**config.mk**
```make
export PLATFORM = sky130hd
export DESIGN_NAME = utf8_to_utf16_stream_decoder_top_flat
export DESIGN_NICKNAME = d
export VERILOG_FILES = /design/src/rtl/core/u8u16_pkg.sv /design/src/rtl/core/u8u16_stream_ifs.sv /design/src/rtl/core/u8u16_decode.sv /design/src/rtl/core/u8u16_out_fifo.sv /design/src/rtl/core/utf8_to_utf16_stream_decoder_top.sv /design/src/flat_wrapper.sv
export SDC_FILE = /design/constraint.sdc
export NUM_CORES = 1
export LEC_CHECK = 0
export ABC_AREA = 1
export BUFFER_PORTS_ARGS = -buffer_cell sky130_fd_sc_hd__buf_4
export CORE_MARGIN = 8
export CORE_UTILIZATION = 60
export DETAILED_ROUTE_END_ITERATION = 10
export PLACE_DENSITY_LB_ADDON = 0.2
export SETUP_SLACK_MARGIN = 0.4
export SLEW_MARGIN = 10
export SYNTH_ARGS = -nofsm -noshare
export SYNTH_HDL_FRONTEND = slang
export SYNTH_SLANG_ARGS = --single-unit
```
**constraint.sdc**
```tcl
create_clock -name clk -period 8.8 [get_ports clk]
set_clock_uncertainty 0.05 [all_clocks]
set_input_delay 0.44 -clock clk [delete_from_list [all_inputs] [get_ports clk]]
set_output_delay 0.44 -clock clk [all_outputs]
set_load 0.005 [all_outputs]
```
**src/rtl/core/u8u16_pkg.sv**
```systemverilog
// ----------------------------------------------------------------------------
// u8u16_pkg
// Shared types and constants of the UTF-8 to UTF-16 stream decoder.
// ----------------------------------------------------------------------------
`timescale 1ns / 1ps
`default_nettype none

package u8u16_pkg;

  localparam logic [15:0] BOM_UNIT      = 16'hFEFF;
  localparam logic [15:0] HIGH_SURR     = 16'hD800;
  localparam logic [15:0] LOW_SURR      = 16'hDC00;
  localparam logic [20:0] SUPP_BASE     = 21'h010000;
  localparam logic [20:0] TWO_BYTE_MIN  = 21'h000080;
  localparam logic [20:0] THREE_BYTE_MIN = 21'h000800;
  localparam logic [20:0] BMP_MAX       = 21'h00FFFF;

  localparam logic [2:0] SEQ_LEN_2 = 3'd2;
  localparam logic [2:0] SEQ_LEN_3 = 3'd3;
  localparam logic [2:0] SEQ_LEN_4 = 3'd4;

  typedef struct packed {
    logic [15:0] code_unit;
    logic        unit_valid;
    logic        bad_sequence;
    logic        final_result;
  } result_t;

  // results raised by one byte: count (0..2) and the two slots in order
  typedef struct packed {
    logic [1:0] count;
    result_t    first;
    result_t    second;
  } decode_out_t;

  localparam result_t RES_NONE = '{code_unit: 16'h0000, unit_valid: 1'b0,
                                   bad_sequence: 1'b0, final_result: 1'b0};
  localparam result_t RES_ERROR = '{code_unit: 16'h0000, unit_valid: 1'b0,
                                    bad_sequence: 1'b1, final_result: 1'b1};
  localparam result_t RES_BARE_END = '{code_unit: 16'h0000, unit_valid: 1'b0,
                                       bad_sequence: 1'b0, final_result: 1'b1};

endpackage

`default_nettype wire

```
**src/rtl/core/u8u16_stream_ifs.sv**
```systemverilog
// ----------------------------------------------------------------------------
// u8u16 stream interfaces
// Valid/ready channels for the byte input and the code unit output.
// ----------------------------------------------------------------------------
`timescale 1ns / 1ps
`default_nettype none

interface u8u16_byte_if;
  logic       valid;
  logic       ready;
  logic [7:0] byte_in;
  logic       end_of_string;

  modport source (output valid, output byte_in, output end_of_string, input ready);
  modport sink (input valid, input byte_in, input end_of_string, output ready);
endinterface

interface u8u16_unit_if;
  logic        valid;
  logic        ready;
  logic [15:0] code_unit;
  logic        unit_valid;
  logic        bad_sequence;
  logic        final_result;

  modport source (output valid, output code_unit, output unit_valid,
                  output bad_sequence, output final_result, input ready);
  modport sink (input valid, input code_unit, input unit_valid,
                input bad_sequence, input final_result, output ready);
endinterface

`default_nettype wire

```
**src/rtl/core/u8u16_decode.sv**
```systemverilog
// ----------------------------------------------------------------------------
// u8u16_decode
// Sequence state and per-byte decode: gathers code point bits, checks the
// sequence and produces up to two result transactions per byte.
// ----------------------------------------------------------------------------
`timescale 1ns / 1ps
`default_nettype none

module u8u16_decode (
  input  wire logic                   clk,
  input  wire logic                   rst,
  input  wire logic                   step,
  input  wire logic [7:0]             byte_in,
  input  wire logic                   end_of_string,
  input  wire logic                   modified_mode,
  output u8u16_pkg::decode_out_t      dec_out
);
  import u8u16_pkg::*;

  logic [20:0] partial_value;
  logic [2:0]  sequence_length;
  logic [1:0]  bytes_pending;
  logic        at_string_start;
  logic        discarding;

  logic [20:0] partial_value_next;
  logic [2:0]  sequence_length_next;
  logic [1:0]  bytes_pending_next;
  logic        at_string_start_next;
  logic        discarding_next;

  logic [1:0]  pend_dec;
  logic [20:0] cont_bits;
  logic [20:0] merged;
  logic [20:0] item;
  logic [20:0] supp_off;
  logic        do_finish;
  logic        do_fail;
  logic        overlong;

  always_comb begin
    pend_dec = bytes_pending - 2'd1;
    unique case (pend_dec)
      2'd0:    cont_bits = {15'd0, byte_in[5:0]};
      2'd1:    cont_bits = {9'd0, byte_in[5:0], 6'd0};
      2'd2:    cont_bits = {3'd0, byte_in[5:0], 12'd0};
      default: cont_bits = {byte_in[2:0], 18'd0};
    endcase
    merged = partial_value | cont_bits;
    item = (bytes_pending == 2'd0) ? {13'd0, byte_in} : merged;
    supp_off = item - SUPP_BASE;

    unique case (sequence_length)
      SEQ_LEN_2: overlong = (merged < TWO_BYTE_MIN) &&
                            !(modified_mode && (merged == 21'd0));
      SEQ_LEN_3: overlong = merged < THREE_BYTE_MIN;
      SEQ_LEN_4: overlong = merged < SUPP_BASE;
      default:   overlong = 1'b0;
    endcase

    partial_value_next   = partial_value;
    sequence_length_next = sequence_length;
    bytes_pending_next   = bytes_pending;
    at_string_start_next = at_string_start;
    discarding_next      = discarding;
    dec_out.count  = 2'd0;
    dec_out.first  = RES_NONE;
    dec_out.second = RES_NONE;
    do_finish = 1'b0;
    do_fail   = 1'b0;

    if (discarding) begin
      if (end_of_string) begin
        at_string_start_next = 1'b1;
        discarding_next      = 1'b0;
      end
    end else if (bytes_pending == 2'd0) begin
      if (!byte_in[7]) begin
        if (modified_mode && (byte_in == 8'h00)) begin
          // zero terminator in modified mode
          dec_out.count = 2'd1;
          dec_out.first = RES_BARE_END;
          if (end_of_string) begin
            at_string_start_next = 1'b1;
          end else begin
            discarding_next = 1'b1;
          end
        end else begin
          do_finish = 1'b1;
        end
      end else if (byte_in[7:5] == 3'b110) begin
        partial_value_next   = {10'd0, byte_in[4:0], 6'd0};
        sequence_length_next = SEQ_LEN_2;
        bytes_pending_next   = 2'd1;
        do_fail              = end_of_string;
      end else if (byte_in[7:4] == 4'b1110) begin
        partial_value_next   = {5'd0, byte_in[3:0], 12'd0};
        sequence_length_next = SEQ_LEN_3;
        bytes_pending_next   = 2'd2;
        do_fail              = end_of_string;
      end else if ((byte_in[7:3] == 5'b11110) && !modified_mode) begin
        partial_value_next   = {byte_in[2:0], 18'd0};
        sequence_length_next = SEQ_LEN_4;
        bytes_pending_next   = 2'd3;
        do_fail              = end_of_string;
      end else begin
        do_fail = 1'b1;
      end
    end else if (byte_in[7:6] != 2'b10) begin
      do_fail = 1'b1;
    end else if (pend_dec != 2'd0) begin
      partial_value_next = merged;
      bytes_pending_next = pend_dec;
      do_fail            = end_of_string;
    end else if (overlong) begin
      do_fail = 1'b1;
    end else begin
      do_finish = 1'b1;
    end

    if (do_finish) begin
      if (at_string_start && (item == {5'd0, BOM_UNIT})) begin
        if (end_of_string) begin
          dec_out.count = 2'd1;
          dec_out.first = RES_BARE_END;
        end
      end else if (item > BMP_MAX) begin
        dec_out.count = 2'd2;
        dec_out.first = '{code_unit: HIGH_SURR + {5'd0, supp_off[20:10]},
                          unit_valid: 1'b1, bad_sequence: 1'b0, final_result: 1'b0};
        dec_out.second = '{code_unit: LOW_SURR + {6'd0, supp_off[9:0]},
                           unit_valid: 1'b1, bad_sequence: 1'b0,
                           final_result: end_of_string};
        at_string_start_next = 1'b0;
      end else begin
        dec_out.count = 2'd1;
        dec_out.first = '{code_unit: item[15:0], unit_valid: 1'b1,
                          bad_sequence: 1'b0, final_result: end_of_string};
        at_string_start_next = 1'b0;
      end
      partial_value_next   = '0;
      sequence_length_next = '0;
      bytes_pending_next   = '0;
      if (end_of_string) begin
        at_string_start_next = 1'b1;
      end
    end

    if (do_fail) begin
      dec_out.count        = 2'd1;
      dec_out.first        = RES_ERROR;
      partial_value_next   = '0;
      sequence_length_next = '0;
      bytes_pending_next   = '0;
      if (end_of_string) begin
        at_string_start_next = 1'b1;
        discarding_next      = 1'b0;
      end else begin
        discarding_next = 1'b1;
      end
    end

    if (!step) begin
      dec_out.count = 2'd0;
    end
  end

  always_ff @(posedge clk) begin
    if (rst) begin
      partial_value   <= '0;
      sequence_length <= '0;
      bytes_pending   <= '0;
      at_string_start <= 1'b1;
      discarding      <= 1'b0;
    end else if (step) begin
      partial_value   <= partial_value_next;
      sequence_length <= sequence_length_next;
      bytes_pending   <= bytes_pending_next;
      at_string_start <= at_string_start_next;
      discarding      <= discarding_next;
    end
  end

endmodule

`default_nettype wire

```
**src/rtl/core/u8u16_out_fifo.sv**
```systemverilog
// ----------------------------------------------------------------------------
// u8u16_out_fifo
// Four-entry result queue: takes up to two results a cycle from the decoder
// and hands one result transaction a cycle out while the channel is ready.
// ----------------------------------------------------------------------------
`timescale 1ns / 1ps
`default_nettype none

module u8u16_out_fifo (
  input  wire logic                   clk,
  input  wire logic                   rst,
  input  wire u8u16_pkg::decode_out_t dec_out,
  output logic                        room_for_two,
  u8u16_unit_if.source                units
);
  import u8u16_pkg::*;

  result_t     entries [4];
  logic [1:0]  wr_ptr;
  logic [1:0]  rd_ptr;
  logic [2:0]  count;
  logic        pop;
  result_t     head;

  assign pop          = units.valid && units.ready;
  assign room_for_two = count <= 3'd2;
  assign head         = entries[rd_ptr];

  assign units.valid        = count != 3'd0;
  assign units.code_unit    = head.code_unit;
  assign units.unit_valid   = head.unit_valid;
  assign units.bad_sequence = head.bad_sequence;
  assign units.final_result = head.final_result;

  always_ff @(posedge clk) begin
    if (dec_out.count != 2'd0) begin
      entries[wr_ptr] <= dec_out.first;
    end
    if (dec_out.count == 2'd2) begin
      entries[wr_ptr + 2'd1] <= dec_out.second;
    end
  end

  always_ff @(posedge clk) begin
    if (rst) begin
      wr_ptr <= '0;
      rd_ptr <= '0;
      count  <= '0;
    end else begin
      wr_ptr <= wr_ptr + dec_out.count;
      rd_ptr <= rd_ptr + {1'b0, pop};
      count  <= count + {1'b0, dec_out.count} - {2'b00, pop};
    end
  end

endmodule

`default_nettype wire

```
**src/rtl/core/utf8_to_utf16_stream_decoder_top.sv**
```systemverilog
// ----------------------------------------------------------------------------
// utf8_to_utf16_stream_decoder_top
// UTF-8 byte stream in, UTF-16 code units out, with error and end markers.
// ----------------------------------------------------------------------------
// One byte is accepted per clock: the byte is registered, decoded against the
// kept sequence state combinationally and its results pushed into a
// four-entry result queue, from which one result transaction leaves per
// clock. Between byte acceptance and the first result lie the input
// register and the result queue. A supplementary code point yields a
// surrogate pair; the rate is one byte per cycle while the output channel
// takes one result per cycle, and the input stalls only when the queue has
// fewer than two free entries. The user must write modified_mode through
// cfg_write/cfg_data only while the block is idle, which is not enforced.
`timescale 1ns / 1ps
`default_nettype none

module utf8_to_utf16_stream_decoder_top (
  input  wire logic    clk,
  input  wire logic    rst,
  input  wire logic    cfg_write,
  input  wire logic    cfg_data,
  u8u16_byte_if.sink   bytes,
  u8u16_unit_if.source units
);
  import u8u16_pkg::*;

  logic        modified_mode;
  logic        stg_valid;
  logic [7:0]  stg_byte;
  logic        stg_eos;
  logic        room_for_two;
  logic        advance;
  decode_out_t dec_out;

  assign advance     = stg_valid && room_for_two;
  assign bytes.ready = !stg_valid || advance;

  always_ff @(posedge clk) begin
    if (rst) begin
      modified_mode <= 1'b0;
    end else if (cfg_write) begin
      modified_mode <= cfg_data;
    end
  end

  always_ff @(posedge clk) begin
    if (rst) begin
      stg_valid <= 1'b0;
    end else if (bytes.ready) begin
      stg_valid <= bytes.valid;
    end
  end

  // input register payload
  always_ff @(posedge clk) begin
    if (bytes.valid && bytes.ready) begin
      stg_byte <= bytes.byte_in;
      stg_eos  <= bytes.end_of_string;
    end
  end

  u8u16_decode u_decode (
    .clk           (clk),
    .rst           (rst),
    .step          (advance),
    .byte_in       (stg_byte),
    .end_of_string (stg_eos),
    .modified_mode (modified_mode),
    .dec_out       (dec_out)
  );

  u8u16_out_fifo u_out_fifo (
    .clk          (clk),
    .rst          (rst),
    .dec_out      (dec_out),
    .room_for_two (room_for_two),
    .units        (units)
  );

endmodule

`default_nettype wire
```
**src/flat_wrapper.sv**
```systemverilog
// flat-port wrapper written by rule: the top's interface ports become plain ports
module utf8_to_utf16_stream_decoder_top_flat import u8u16_pkg::*;
  (clk, rst, cfg_write, cfg_data, bytes_valid, bytes_byte_in, bytes_end_of_string, bytes_ready, units_valid, units_code_unit, units_unit_valid, units_bad_sequence, units_final_result, units_ready);
  u8u16_byte_if bytes_i ();
  u8u16_unit_if units_i ();
  input  wire logic clk;
  input  wire logic rst;
  input  wire logic cfg_write;
  input  wire logic cfg_data;
  input wire logic [$bits(bytes_i.valid)-1:0] bytes_valid;
  input wire logic [$bits(bytes_i.byte_in)-1:0] bytes_byte_in;
  input wire logic [$bits(bytes_i.end_of_string)-1:0] bytes_end_of_string;
  output wire logic [$bits(bytes_i.ready)-1:0] bytes_ready;
  output wire logic [$bits(units_i.valid)-1:0] units_valid;
  output wire logic [$bits(units_i.code_unit)-1:0] units_code_unit;
  output wire logic [$bits(units_i.unit_valid)-1:0] units_unit_valid;
  output wire logic [$bits(units_i.bad_sequence)-1:0] units_bad_sequence;
  output wire logic [$bits(units_i.final_result)-1:0] units_final_result;
  input wire logic [$bits(units_i.ready)-1:0] units_ready;
  assign bytes_i.valid = bytes_valid;
  assign bytes_i.byte_in = bytes_byte_in;
  assign bytes_i.end_of_string = bytes_end_of_string;
  assign bytes_ready = bytes_i.ready;
  assign units_valid = units_i.valid;
  assign units_code_unit = units_i.code_unit;
  assign units_unit_valid = units_i.unit_valid;
  assign units_bad_sequence = units_i.bad_sequence;
  assign units_final_result = units_i.final_result;
  assign units_i.ready = units_ready;
  utf8_to_utf16_stream_decoder_top u_core (.clk(clk), .rst(rst), .cfg_write(cfg_write), .cfg_data(cfg_data), .bytes(bytes_i), .units(units_i));
endmodule
```
==> flow_summary.ini <==
[sta]
final.setup.tns_ns = 0
max_freq_mhz = 209
rsz0062_at_grt = false
setup_violations = 0
period_share = 0.543
slew_violations = 0
worst_slew_pin_slew_ns = 1.07
slew-limit-headroom = 0.283
period_needed_ns = 4.78
hold_viol = 0

[floorplan]
initial_core_util = 0.615
io_pins = 36
fp-row-count = 38
die_w_um = 121
core_mm2 = 0.0108
fp.dieH_um = 121
die_area_mm2 = 0.0147

[worst_hold_path]
min_path_type = input port to register

[synthesis]
synth_largest_area_cell = edfxtp_1
syn-num-nets = 881
synthTopCellsByArea = edfxtp_1, dfxtp_1, nand2_1, o21ai_0, nor2_1
ys_types = 34
syn_area_mm2 = 0.00666
netlist.area_leader.share = 0.347
ys.flop_type = edfxtp_1
yosysMostFrequentCell = nand2_1
ys_warn_count = 0
ys_top_cells_by_count = nand2_1, nor2_1, o21ai_0
synth-edff-count = 77
async_flop_share = 0
syn_inst = 859
seq_area_frac_synth = 0.482
synth.avg_cell_area_um2 = 7.76
synth_seq_cells = 122

[clocking]
post_cts_resized = 0
tritoncts = done
clockBufferDepth = 2
clock_latency_ns = 0.53
cts-root-buf = clkbuf_8
cts_max_level = 4
holdBufCountCts = 0
cts_post_setup_buffers_inserted = 0
cts_buffers = 17
cts_num_sinks = 122
path_clk_slew_ns = 0.06

[power]
power_density_mw_per_mm2 = 282
ir_drop_mv = 0.153
leakagePower_nw = 2.98

[placed_design]
dp_cells = 996
place_area_mm2 = 0.00691
io_buffers = 35
dp_hpwl_um = 13700
gp_congestion = 0.990

[detailed_routing]
wirelength_um = 19200
avgViaCountPerCell = 6.07
ant_nets = 0
drc = 0
first_pass_iters = 6
wl_per_cell_um = 18.6
first_iter_violations = 837
num_vias = 6231

[worst_setup_path]
cp.arrival_ns = 4.88
critical_path.endpoint_type = register
cp-start-kind = register
cp_max_fo = 25
crit_required_ns = 8.90
path_class = register to register

[global_route]
grt_pass1_wl_um = 30400
grt_max_degree = 43
grtUsageMet1 = 0.305
grt_usage = 0.264
top_usage_layer = met2
use_met2 = 0.454
antenna_found_initial = 0
grt_overflow = 0
grt_use_met3 = 0.0577
grt_pass1_vias = 5989

[final_layout]
layout.nets = 897
drive_above_1_share = 0.104
fillers = 897
diodes = 0
fin_cells = 1027
final_cell_area_mm2 = 0.00746
syn_to_final_growth_pct = 11.9

[outcome]
status = finished, final reports clean

[run]
drv_cap = 0
## layout by cell type (no fill, tap or decap), drive strengths merged
cell type  instances
xor2               3
nand4             12
o211ai             2
a31oi              1
bufinv             2
nor3               7
clkinv             5
edfxtp            77
o22ai             38
fa                 1
o21ai            112
buf               37
nand2            166
nand3             68
xnor2              4
a21boi             1
nor2b              1
inv              101
clkbuf            19
clkinvlp           3
ha                 6
nor3b              1
a21oi             60
nor2             114
nor4               1
dfxtp             45
## cell families (layout without fill, tap and decap cells)
kind of cell,count (synthesis),count (layout),synth area share
fa+ha+maj,7,7,0.0143
buf+inv,139,167,0.0866
compound gates,214,214,0.171
simple gates,370,370,0.237
xor+xnor,7,7,0.00920
flops,122,122,0.482
## power by group
part           internal, mW  switching (mW)  total (mW)  leakage (nW)
clock                 0.399           0.254       0.653         0.262
combinational         0.224           0.497       0.721          1.65
sequential            0.680          0.0443       0.724          1.07
total                  1.30           0.796        2.10          2.98
## critical path, cell delays in order, from the launching register on
cell	delay, ns
dfxtp_1	0.46
nor2_4	0.54
inv_2	0.34
nand2_1	0.22
nand2_1	0.15
inv_2	0.08
nor2_1	0.04
nand3_1	0.10
nor2_2	0.06
nand4_2	0.14
inv_1	0.09
nor2_2	0.44
nand3_2	0.23
nand2_2	0.35
nand2_1	0.33
nand2_1	0.78
## path summary, 6_finish.rpt
| kind | start | end | slack [ns] | depth (start not counted) |
|---|---|---|---|---|
| min reg2reg | u_core.u_decode.partial_value[3]$_SDFFE_PP0P_ | u_core.u_decode.partial_value[3]$_SDFFE_PP0P_ | 0.41 | 2 |
| min | bytes_byte_in[4] | u_core.stg_byte[4]$_DFFE_PP_ | 0.04 | 1 |
| max reg2reg | u_core.u_decode.bytes_pending[1]$_SDFFE_PP0P_ | u_core.u_out_fifo.entries[0][10]$_DFFE_PP_ | 4.02 | 15 |
| max | u_core.u_decode.bytes_pending[1]$_SDFFE_PP0P_ | u_core.u_out_fifo.entries[0][10]$_DFFE_PP_ | 4.02 | 15 |
## layer usage
| metal | up-vias | part of all wire |
|---|---|---|
| li1 | 2943 | - |
| met3 | 54 | 0.081 |
| met2 | 360 | 0.51 |
| met4 | 0 | 0.031 |
| met5 | - | 0 |
| met1 | 2874 | 0.38 |
## layout make-up
| cell class | count | area [um^2] | area share |
|---|---|---|---|
| inverters | 99 | 372 | 0.0498 |
| well taps | 140 | 175 | 0.0235 |
| multi-input cells | 598 | 2870 | 0.385 |
| flip-flops and latches | 122 | 3210 | 0.431 |
| clock buffers | 19 | 422 | 0.0566 |
| clock inverters | 12 | 124 | 0.0166 |
| repair buffers | 37 | 278 | 0.0373 |
## sequential cells by signal, summed over array words and instances (netlist names), 2 cells and up
name	cells
u_core.u_out_fifo.entries	76
u_core.u_decode.partial_value	21
u_core.stg_byte	8
u_core.u_decode.sequence_length	3
u_core.u_out_fifo.count	3
u_core.u_decode.bytes_pending	2
u_core.u_out_fifo.rd_ptr	2
u_core.u_out_fifo.wr_ptr	2
## metrics by stage
stage                     setup slack, ns  utilization  hold slack, ns  power, mW
final                                4.02        0.688          0.0368       2.10
after global routing                 3.60        0.688          0.0179       2.20
after CTS                            4.15        0.688          0.0251       2.09
after detailed placement             4.11        0.637           0.403       1.44
after global placement               4.27        0.637           0.395       1.42
after floorplan                      5.43            -           0.373       1.21
Power figures use the tool's default switching activity.
